--- config.mk ---
export PLATFORM = sky130hd
export DESIGN_NAME = tgi_blend
export DESIGN_NICKNAME = d
export VERILOG_FILES = /design/src/rtl/tgi_pkg.sv /design/src/rtl/tgi_blend.sv
export SDC_FILE = /design/constraint.sdc
export NUM_CORES = 2
export LEC_CHECK = 0
export BUFFER_PORTS_ARGS = -buffer_cell sky130_fd_sc_hd__buf_2
export CAP_MARGIN = 10
export CORE_MARGIN = 4
export CORE_UTILIZATION = 30
export CTS_CLUSTER_SIZE = 12
export DETAILED_ROUTE_END_ITERATION = 8
export PLACE_DENSITY = 0.47
export REMOVE_ABC_BUFFERS = 1
export SYNTH_ARGS = -nofsm -noshare
export SYNTH_HDL_FRONTEND = slang
export SYNTH_SLANG_ARGS = --single-unit
--- constraint.sdc ---
create_clock -name clk -period 12.65 [get_ports clk]
set_input_delay 1.265 -clock clk [delete_from_list [all_inputs] [get_ports clk]]
set_output_delay 1.265 -clock clk [all_outputs]
set_load 0.02 [all_outputs]
--- src/rtl/tgi_pkg.sv ---
// ----------------------------------------------------------------------------
// tgi_pkg: shared constants and types of the trilinear grid interpolator
// Grid geometry, sample width, register indexes, blend tags and the
// status structs that pass between the axis, blend and top modules.
// ----------------------------------------------------------------------------
package tgi_pkg;

  // grid geometry
  localparam int GRID_X      = 16;
  localparam int GRID_Y      = 16;
  localparam int GRID_Z      = 16;
  localparam int VALUE_WIDTH = 32;

  // stored sample width: low bits of the load word, read back sign-extended
  localparam int SAMPLE_W   = (VALUE_WIDTH < 32) ? VALUE_WIDTH : 32;
  localparam int GRID_WORDS = GRID_X * GRID_Y * GRID_Z;
  localparam int ADDR_W     = $clog2(GRID_WORDS);

  // cell index fits 8 bits for any axis up to 256 points
  localparam int CELL_W   = 8;
  // fraction weight 0..65536
  localparam int FRAC_W   = 17;
  localparam int ONE_Q16  = 65536;

  // fixed field widths
  localparam int COORD_W  = 32;
  localparam int INDEX_W  = 12;
  localparam int CFG_IDX_W = 3;

  // input commands
  localparam logic CMD_LOAD  = 1'b0;
  localparam logic CMD_QUERY = 1'b1;

  // configuration register indexes
  localparam logic [CFG_IDX_W-1:0] REG_ORIGIN_X   = 3'd0;
  localparam logic [CFG_IDX_W-1:0] REG_ORIGIN_Y   = 3'd1;
  localparam logic [CFG_IDX_W-1:0] REG_ORIGIN_Z   = 3'd2;
  localparam logic [CFG_IDX_W-1:0] REG_INV_STEP_X = 3'd3;
  localparam logic [CFG_IDX_W-1:0] REG_INV_STEP_Y = 3'd4;
  localparam logic [CFG_IDX_W-1:0] REG_INV_STEP_Z = 3'd5;

  // blend tags: four z blends, two y blends, one x blend
  localparam int TAG_W = 3;
  localparam logic [TAG_W-1:0] TAG_Z0 = 3'd0;
  localparam logic [TAG_W-1:0] TAG_Z1 = 3'd1;
  localparam logic [TAG_W-1:0] TAG_Z2 = 3'd2;
  localparam logic [TAG_W-1:0] TAG_Z3 = 3'd3;
  localparam logic [TAG_W-1:0] TAG_Y0 = 3'd4;
  localparam logic [TAG_W-1:0] TAG_Y1 = 3'd5;
  localparam logic [TAG_W-1:0] TAG_X  = 3'd6;

  // per-axis mapping result
  typedef struct packed {
    logic              valid;
    logic [CELL_W-1:0] base;
    logic [FRAC_W-1:0] frac;
    logic              clamp;
  } axis_res_t;

  // blend request / response control
  typedef struct packed {
    logic             valid;
    logic [TAG_W-1:0] tag;
  } blend_ctl_t;

endpackage

--- src/rtl/tgi_blend.sv ---
// ----------------------------------------------------------------------------
// tgi_blend: one linear blend a*(1-f) + b*f, rounded to nearest
// Two stages: (b-a)*f product, then a plus the rounded Q16 term.
// Ties round toward plus infinity. Tag travels with the beat.
// ----------------------------------------------------------------------------
module tgi_blend (
  input  logic                                clk,
  input  logic                                rst,
  input  tgi_pkg::blend_ctl_t                 req,
  input  logic signed [tgi_pkg::SAMPLE_W-1:0] a,
  input  logic signed [tgi_pkg::SAMPLE_W-1:0] b,
  input  logic [tgi_pkg::FRAC_W-1:0]          f,
  output tgi_pkg::blend_ctl_t                 rsp,
  output logic signed [tgi_pkg::SAMPLE_W-1:0] value
);
  import tgi_pkg::*;

  localparam int PW = SAMPLE_W + 19;

  logic signed [SAMPLE_W:0]   diff;
  logic signed [PW-1:0]       prod;
  logic signed [SAMPLE_W-1:0] a1;
  logic [TAG_W-1:0]           tag1;
  logic                       v1;
  logic signed [PW-1:0]       rnd;

  // stage 1: difference times weight
  assign diff = $signed({b[SAMPLE_W-1], b}) - $signed({a[SAMPLE_W-1], a});

  always_ff @(posedge clk) begin
    if (req.valid) begin
      prod <= PW'(diff) * PW'($signed({1'b0, f}));
      a1   <= a;
      tag1 <= req.tag;
    end
  end

  // stage 2: round and add base; result lies between a and b
  assign rnd = (prod + PW'(32768)) >>> 16;

  always_ff @(posedge clk) begin
    if (v1) begin
      value   <= a1 + rnd[SAMPLE_W-1:0];
      rsp.tag <= tag1;
    end
    if (rst) begin
      v1        <= 1'b0;
      rsp.valid <= 1'b0;
    end else begin
      v1        <= req.valid;
      rsp.valid <= v1;
    end
  end

endmodule

==> results by group <==
Place
  – Pre-CTS setup slack: 1.93 ns
  – Placed inst area: 0.0271 mm²
  – Port Buf Inserts: 122
  – Post-detail-place hpwl: 56.0 mm
  – Final Wtd Congestion: 0.848
  – Cell count after placement: 3833

Setup path
  – Worst Setup Path Type: in -> reg
  – Crit-path most repeated cell: fa_1
  – CP Max Fanout: 17
  – CP arrival: 10.31 ns
  – Worst setup EP type: flip-flop
  – CP startpoint kind: primary input
  – Max incr delay on CP: 0.90 ns
  – Crit-path slowest cell: xnor2_2
  – Worst Path Required: 12.78 ns

GRT
  – Grt met3 use: 0.0161
  – Met1 Usage GRT: 0.231
  – First-pass GRT wire length: 116 mm
  – Vias in the first global route: 20261
  – Gr usage total: 0.167
  – Initial antenna violation count: 1
  – Largest net degree at the start of global routing: 70
  – Met2 GRT Util: 0.286
  – Most Used Layer, Global Route: met2
  – Gr ovfl total: 0

Floorplan
  – Die height: 298 µm
  – Total die area: 0.0886 mm²
  – Chip width: 298 µm
  – Ports: 123
  – Cell Rows: 105
  – Initial Util: 0.304
  – Core Box Area: 0.0826 mm²

Timing
  – Slew Limit Fails: 0
  – Tmin final: 10.17 ns
  – Max Clock Skew: 0.0132 ns
  – RSZ-0062 raised after global routing: no
  – Fmax: 0.0983 GHz
  – Tightest Pin Transition: 1.15 ns
  – Setup TNS: 0 ns
  – Final setup violation count: 0
  – Hold Violations, Final: 0
  – Final worst slack: 2.48 ns
  – Period utilization: 0.804
  – Slew HR: 0.226

Yosys
  – Cell count after synthesis: 2693
  – Top cells by area, synth: fa_1, edfxtp_1, inv_1, ha_1, and2_1
  – Adder-cell share of the synthesized area: 0.497
  – Post-synthesis simple-gate area fraction: 0.155
  – Yosys reg bits: 105
  – EDFF count, synth: 103
  – Yosys warnings: 0
  – Largest area contributor in the netlist: fa_1
  – Post-Syn Area: 0.0252 mm²
  – Mux share of post-synthesis cell area: 0
  – Asr flop ratio synth: 0
  – Main flop type after synthesis: edfxtp_1
  – Combinational family with the most area after synthesis: adder cells
  – Compound-Gate Fraction of Synth Area: 0.0616
  – Syn_area_per_cell: 9.34 µm²
  – Post-Synth XOR/XNOR Area: 0.0494
  – Yosys cell types: 68
  – Seq/Total Area, Yosys: 0.125
  – Synth top area share: 0.411

Min path
  – Worst hold path class: reg -> reg

Final layout
  – Antenna diodes: 0
  – Most frequent cells in the layout: inv_1, fa_1, nand2_1
  – Final Non-Filler Cells: 3850
  – Most common cell after layout, fill and taps aside: inv_1
  – Layout area overhead: 9.03%
  – Nets: 3552
  – Share of cells above drive strength 1: 0.0759
  – Final Cell Area: 0.0274 mm²

Detailed routing
  – DRT antenna net count: 0
  – DRT Pass-1 Iters: 5
  – 1st-iter DRT viols: 939
  – DRC: 0
  – DR vias: 17979
  – Post-Route WL: 71.8 mm
  – Avg WL per Cell: 18.6 µm
  – Via density: 4.67

CTS
  – Cts hold-fix bufs: 0
  – Clk buf depth: 2
  – Inserted Clock Buffers: 9
  – CTS tree: built
  – H-tree Lvls: 3
  – Clk sinks: 105
  – Skew-Pair Late Insertion Delay: 0.38 ns
  – Post-CTS sizing: 0
  – Root Driver: clkbuf_16
  – Worst-path clk slew: 0.08 ns
  – Postcts setup bufs: 0

Run
  – Total of max-cap violations: 0

Run status
  – Status: finished, final reports clean
## cell usage after synthesis, types with 31 or more instances
cell type and instances:
o21ai_0 35, ha_1 174, inv_1 654, edfxtp_1 103, a21oi_1 77, xor2_1 33
nand2_1 318, a21o_1 48, nand3_1 31, fa_1 516, and2_1 274, xnor2_1 99
nor2_1 48, clkbuf_1 77
## cells by family after synthesis
| group | after synthesis |
|---|---|
| and+or+nand+nor | 775 |
| buffers and inverters | 746 |
| adders and majority gates | 690 |
| AOI/OAI and AO/OA | 240 |
| xor gates and xnor gates | 137 |
| DFF | 105 |
## stage by stage
| stage | utilization | hold WS [ns] |
|---|---|---|
| floorplan | - | 0.400 |
| global placement | 0.328 | 0.401 |
| detailed placement | 0.328 | 0.409 |
| CTS | 0.332 | 0.429 |
| global route | 0.332 | 0.440 |
| finish | 0.332 | 0.426 |
## worst paths after layout
path                               start         to  slack, ns  depth (start not counted)
worst max-delay path                a[0]   prod[44]       2.48                         33
worst min-delay path             tag1[2]     rsp[2]       0.43                          0
worst max register to register  prod[17]  value[31]       8.02                         16
worst min register to register   tag1[2]     rsp[2]       0.43                          0
## worst max-delay path: cells and delay by family
kind / cells / cell delay, ns
adders and majority gates: 9 / 3.63
buffers and inverters: 6 / 0.42
AOI/OAI and AO/OA: 10 / 2.66
xor gates and xnor gates: 2 / 0.98
and+or+nand+nor: 6 / 1.30
## layer usage
layer	up-vias	share of wire	wire [µm]
met3	68	0.039	2820
met1	9297	0.46	33200
met2	403	0.48	34700
li1	8211	-	-
met5	-	0	0
met4	0	0.015	1070
## sequential cells by signal, summed over array words and instances (netlist names)
name / cells
tag1: 3
rsp: 4
prod: 33
a1: 32
value: 32
v1: 1
## cell type report
type | count | area, µm²
clock inverters | 6 | 60.1
repair buffers | 163 | 928
flip-flops and latches | 105 | 3130
fillers | 8520 | 55200
clock buffers | 10 | 229
inverters | 654 | 2450
multi-input cells | 1842 | 19300
well taps | 1070 | 1340
Power is not shown: default switching activity piles up to over one toggle a cycle in this logic, so the estimate is an artifact.
