### src/rtl/tgi_pkg.sv
// ----------------------------------------------------------------------------
// tgi_pkg: shared constants and types of the trilinear grid interpolator
// Grid geometry, sample width, register indexes, blend tags and the
// status structs that pass between the axis, blend and top modules.
// ----------------------------------------------------------------------------
package tgi_pkg;

  // grid geometry
  localparam int GRID_X      = 16;
  localparam int GRID_Y      = 16;
  localparam int GRID_Z      = 16;
  localparam int VALUE_WIDTH = 32;

  // stored sample width: low bits of the load word, read back sign-extended
  localparam int SAMPLE_W   = (VALUE_WIDTH < 32) ? VALUE_WIDTH : 32;
  localparam int GRID_WORDS = GRID_X * GRID_Y * GRID_Z;
  localparam int ADDR_W     = $clog2(GRID_WORDS);

  // cell index fits 8 bits for any axis up to 256 points
  localparam int CELL_W   = 8;
  // fraction weight 0..65536
  localparam int FRAC_W   = 17;
  localparam int ONE_Q16  = 65536;

  // fixed field widths
  localparam int COORD_W  = 32;
  localparam int INDEX_W  = 12;
  localparam int CFG_IDX_W = 3;

  // input commands
  localparam logic CMD_LOAD  = 1'b0;
  localparam logic CMD_QUERY = 1'b1;

  // configuration register indexes
  localparam logic [CFG_IDX_W-1:0] REG_ORIGIN_X   = 3'd0;
  localparam logic [CFG_IDX_W-1:0] REG_ORIGIN_Y   = 3'd1;
  localparam logic [CFG_IDX_W-1:0] REG_ORIGIN_Z   = 3'd2;
  localparam logic [CFG_IDX_W-1:0] REG_INV_STEP_X = 3'd3;
  localparam logic [CFG_IDX_W-1:0] REG_INV_STEP_Y = 3'd4;
  localparam logic [CFG_IDX_W-1:0] REG_INV_STEP_Z = 3'd5;

  // blend tags: four z blends, two y blends, one x blend
  localparam int TAG_W = 3;
  localparam logic [TAG_W-1:0] TAG_Z0 = 3'd0;
  localparam logic [TAG_W-1:0] TAG_Z1 = 3'd1;
  localparam logic [TAG_W-1:0] TAG_Z2 = 3'd2;
  localparam logic [TAG_W-1:0] TAG_Z3 = 3'd3;
  localparam logic [TAG_W-1:0] TAG_Y0 = 3'd4;
  localparam logic [TAG_W-1:0] TAG_Y1 = 3'd5;
  localparam logic [TAG_W-1:0] TAG_X  = 3'd6;

  // per-axis mapping result
  typedef struct packed {
    logic              valid;
    logic [CELL_W-1:0] base;
    logic [FRAC_W-1:0] frac;
    logic              clamp;
  } axis_res_t;

  // blend request / response control
  typedef struct packed {
    logic             valid;
    logic [TAG_W-1:0] tag;
  } blend_ctl_t;

endpackage

### src/rtl/tgi_axis.sv
// ----------------------------------------------------------------------------
// tgi_axis: coordinate to cell index and fraction for one axis
// Four-stage pipeline: offset and magnitude, split partial products,
// product sum, clamp to the grid. Result holds until the next start.
// ----------------------------------------------------------------------------
module tgi_axis (
  input  logic                               clk,
  input  logic                               rst,
  input  logic                               start,
  input  logic signed [tgi_pkg::COORD_W-1:0] coord,
  input  logic signed [tgi_pkg::COORD_W-1:0] origin,
  input  logic [tgi_pkg::COORD_W-1:0]        inv_step,
  input  logic [tgi_pkg::CELL_W-1:0]         max_cell,
  output tgi_pkg::axis_res_t                 res
);
  import tgi_pkg::*;

  logic               v1, v2, v3;
  logic signed [32:0] d_next;
  logic [32:0]        mag;
  logic               neg1, neg2, neg3;
  logic [31:0]        pp_ll, pp_lh;
  logic [32:0]        pp_hl, pp_hh;
  logic [64:0]        p_next;
  logic [64:0]        p;
  logic [32:0]        ci;

  // stage 1: signed offset and its magnitude
  assign d_next = $signed({coord[COORD_W-1], coord}) - $signed({origin[COORD_W-1], origin});

  always_ff @(posedge clk) begin
    if (start) begin
      neg1 <= d_next[32];
      mag  <= d_next[32] ? 33'(-d_next) : 33'(d_next);
    end
  end

  // stage 2: 17x16 / 16x16 partial products
  always_ff @(posedge clk) begin
    if (v1) begin
      pp_ll <= mag[15:0] * inv_step[15:0];
      pp_lh <= mag[15:0] * inv_step[31:16];
      pp_hl <= mag[32:16] * inv_step[15:0];
      pp_hh <= mag[32:16] * inv_step[31:16];
      neg2  <= neg1;
    end
  end

  // stage 3: full Q33.32 position magnitude
  assign p_next = (65'(pp_hh) << 32) + (65'(pp_lh) << 16) + (65'(pp_hl) << 16)
                + 65'(pp_ll);

  always_ff @(posedge clk) begin
    if (v2) begin
      p    <= p_next;
      neg3 <= neg2;
    end
  end

  // stage 4: clamp below and beyond the grid; stage valids
  assign ci = p[64:32];

  always_ff @(posedge clk) begin
    if (v3) begin
      if (neg3 && (p != 65'd0)) begin
        res.base  <= '0;
        res.frac  <= '0;
        res.clamp <= 1'b1;
      end else if (ci > 33'(max_cell)) begin
        res.base  <= max_cell;
        res.frac  <= FRAC_W'(ONE_Q16);
        res.clamp <= 1'b1;
      end else begin
        res.base  <= ci[CELL_W-1:0];
        res.frac  <= {1'b0, p[31:16]};
        res.clamp <= 1'b0;
      end
    end
    if (rst) begin
      v1        <= 1'b0;
      v2        <= 1'b0;
      v3        <= 1'b0;
      res.valid <= 1'b0;
    end else begin
      v1        <= start;
      v2        <= v1;
      v3        <= v2;
      res.valid <= v3;
    end
  end

endmodule

### config.mk
export PLATFORM = sky130hd
export DESIGN_NAME = tgi_axis
export DESIGN_NICKNAME = d
export VERILOG_FILES = /design/src/rtl/tgi_pkg.sv /design/src/rtl/tgi_axis.sv
export SDC_FILE = /design/constraint.sdc
export NUM_CORES = 2
export LEC_CHECK = 0
export ABC_AREA = 1
export BUFFER_PORTS_ARGS = -buffer_cell sky130_fd_sc_hd__buf_2
export CELL_PAD_IN_SITES_DETAIL_PLACEMENT = 2
export CELL_PAD_IN_SITES_GLOBAL_PLACEMENT = 2
export CORE_ASPECT_RATIO = 0.75
export CORE_MARGIN = 2
export CORE_UTILIZATION = 43
export CTS_CLUSTER_DIAMETER = 30
export CTS_CLUSTER_SIZE = 24
export DETAILED_ROUTE_END_ITERATION = 8
export PLACE_DENSITY = 0.95
export RECOVER_POWER = 50
export SLEW_MARGIN = 20
export SYNTH_ARGS = -nofsm -noshare
export SYNTH_HDL_FRONTEND = slang
export SYNTH_SLANG_ARGS = --single-unit
### constraint.sdc
create_clock -name clk -period 16.5 [get_ports clk]
set_clock_uncertainty 0.1 [all_clocks]
set_input_delay 3.3 -clock clk [delete_from_list [all_inputs] [get_ports clk]]
set_output_delay 3.3 -clock clk [all_outputs]
set_load 0.005 [all_outputs]
==> out/qor.txt <==
commonest non-fill, non-tap cell in the layout: inv_1
final WL: 270 mm
met2 usage: 74.6%
critical path's largest stage delay: 0.93 ns
status: finished with violations
Tot GR Track Use: 44.9%
Tightest Pin Transition: 4.70 ns
Max FO, Critical Path: 33
ANT nets after route: 0
CTS root buffer: clkbuf_16
die area: 121,000 sq um
drt drc: 0
first-pass GRT wire length: 393 mm
f_max: 96.7 MHz
Worst path slowest cell: xor2_1
Vias: 48,000
drt first pass iters: 6
Worst-Skew Late Latency: 0.75 ns
cell accounting for the most synthesized area: fa_1
final worst path period share: 62.7%
critical path type: in2reg
Slew Limit Fails: 241
initial antenna violation count: 23
final count of negative-setup-slack endpoints: 0
dpl hpwl: 183 mm
Routed WL per cell: 34.0 um
initial core utilization: 43.2%
Initial DRC Count: 4,449
share of cells above drive strength 1: 5.80%
CTS H-tree depth: 3
sequential fraction of the synthesis area: 15.3%
GRT Residual Overflow: 0
hold slack final: 0.327 ns
TritonCTS buffer count: 77
clk slew on worst S/H paths: 0.05 ns
EDFF count, synth: 257
Yosys Warn Count: 0
RSZ-0062 raised after global routing: no
clk buf depth: 3
largest net degree at the start of global routing: 68
die height: 302 um
Post-CTS Hold Fix Bufs: 0
GRT met1 Usage: 46.3%
Seq cells post-synth: 261
TritonCTS clock tree: built
most frequent cells in the layout: 1,732 x inv_1, 1,635 x nand2_1, 838 x fa_1, 493 x ha_1, 257 x edfxtp_1
crit start category: input pin
crit path cell chain: buf_2 > nand2_1 > fa_1 > fa_1 > inv_1 > fa_1 > ha_1 > inv_1 > fa_1 > fa_1 > inv_1 > ha_1 > nand2_1 > nor2_1 > inv_1 > o21bai_1 > a21boi_0 > o21bai_1 > xor2_1
Yosys cell types: 53
CP most frequent cell: fa_1
top cells by area, synth: fa_1 33%, edfxtp_1 15%, inv_1 13%, ha_1 12%, nand2_1 12%
Avg Inst Size Synth: 8.04 sq um
fillers: 13,200
vias in the first global route: 57,800
post-synth top area share: 33.0%
Crit path required time: 16.77 ns
setup tns final: 0 ns
Final Net Count: 7,777
Port Buffers: 133
most common flop cell mapped by yosys: edfxtp_1
register area: 7800 sq um
Worst Hold Class: reg2reg
Max-Cap Viols: 5
Mapped Cells: 6,319
clock sinks: 261
met3 usage: 12.6%
area of the multi-input gates: 35,600 sq um
Setup crit end kind: flop
failing checks: max-capacitance violations, max-slew violations
GPL Wtd Cong: 0.901
number of cell rows: 109
Post-CTS Setup Bufs: 0
Ports: 134
Synth Net Count: 7,757
vias per std cell: 6.02
Worst Path Arrival: 10.61 ns
# resized after CTS: 0
GR peak layer: met2
crit path time final: 10.34 ns
Die X: 401 um
Area growth, synth to finish: 9.56%
Post-Syn Area: 50,800 sq um
relative slew slack: -213%
area of the core: 118,000 sq um
ys async rst share: 0%
Fin. Hold Viols: 0
==> layout make-up <==
class                           instances  share of cell area (%)
Clock inverter                         57                    1.51
Antenna cell                            6                  0.0270
Sequential cell                       261                    14.0
Tap cell                             1554                    3.49
Multi-Input combinational cell       4089                    64.0
Timing Repair Buffer                  175                    1.80
Clock buffer                           84                    3.51
Inverter                             1735                    11.7
==> logic make-up (layout without fill, tap and decap cells) <==
| kind of cell | Yosys count | count (layout) | share of synthesized area [%] |
|---|---|---|---|
| other | 0 | 6 | 0 |
| and+or+nand+nor | 2168 | 2168 | 17.2 |
| DFF | 261 | 261 | 15.3 |
| buffers and inverters | 1969 | 2051 | 14.6 |
| AOI/OAI and AO/OA | 407 | 407 | 4.51 |
| adders and majority gates | 1331 | 1331 | 45.1 |
| xor gates and xnor gates | 183 | 183 | 3.18 |
==> routing by layer <==
| layer | part of all wire (%) | wire (um) |
|---|---|---|
| met5 | 0.060 | 161 |
| met4 | 11 | 29200 |
| met3 | 9.0 | 24500 |
| met2 | 47 | 127000 |
| met1 | 33 | 89700 |
==> sequential cells by signal, summed over array words and instances (netlist names) <==
register	count
p	65
mag	33
pp_hh	33
pp_hl	33
pp_lh	32
pp_ll	32
res	27
neg1	1
neg2	1
neg3	1
v1	1
v2	1
v3	1
==> worst max-delay path: cells and delay by family <==
family	cells	cell delay, ns
adder cells (fa/ha/maj)	7	3.52
buffers and inverters	5	1.08
AO/OA/AOI/OAI	3	0.97
XOR/XNOR	1	0.93
AND/OR/NAND/NOR	3	0.71
==> path summary, 6_finish.rpt <==
kind / startpoint / to / slack, ns / depth (start not counted)
max: inv_step[3] / pp_ll[20]$_DFFE_PP_ / 6.16 / 19
min: pp_ll[9]$_DFFE_PP_ / p[9]$_DFFE_PP_ / 0.33 / 0
max reg2reg: mag[6]$_DFFE_PP_ / pp_ll[20]$_DFFE_PP_ / 8.17 / 20
min reg2reg: pp_ll[9]$_DFFE_PP_ / p[9]$_DFFE_PP_ / 0.33 / 0
==> metrics by stage <==
step           utilization, %  cells  setup slack (ns)  cell area (sq um)
2_1_floorplan               -   6319              7.55              50800
3_3_place_gp             44.9   7811              6.83              52800
3_5_place_dp             45.0   7812              6.24              52800
4_1_cts                  47.3   7953              6.64              55600
5_1_grt                  47.4   7960              6.20              55700
6_report                 47.4   7961              6.16              55700
==> cells in the mapped netlist (8+ instances only) <==
library cell / number
nor4_1: 14
nor3_1: 36
edfxtp_1: 257
o21ai_0: 86
o21a_1: 11
nand3_2: 8
a21oi_1: 201
nor2_1: 248
o21ai_1: 18
a21o_1: 11
nand2_2: 30
xnor2_1: 74
nand4_1: 38
nand3_1: 117
fa_1: 838
o21bai_1: 15
a21boi_0: 12
o211ai_1: 9
nor2_2: 15
inv_1: 1732
a31oi_1: 19
clkbuf_1: 229
xor2_1: 107
ha_1: 493
nand2_1: 1635
Power is left out: the tool's default activity adds up to more than one toggle a clock period on the data nets, which glitch-free logic cannot reach.
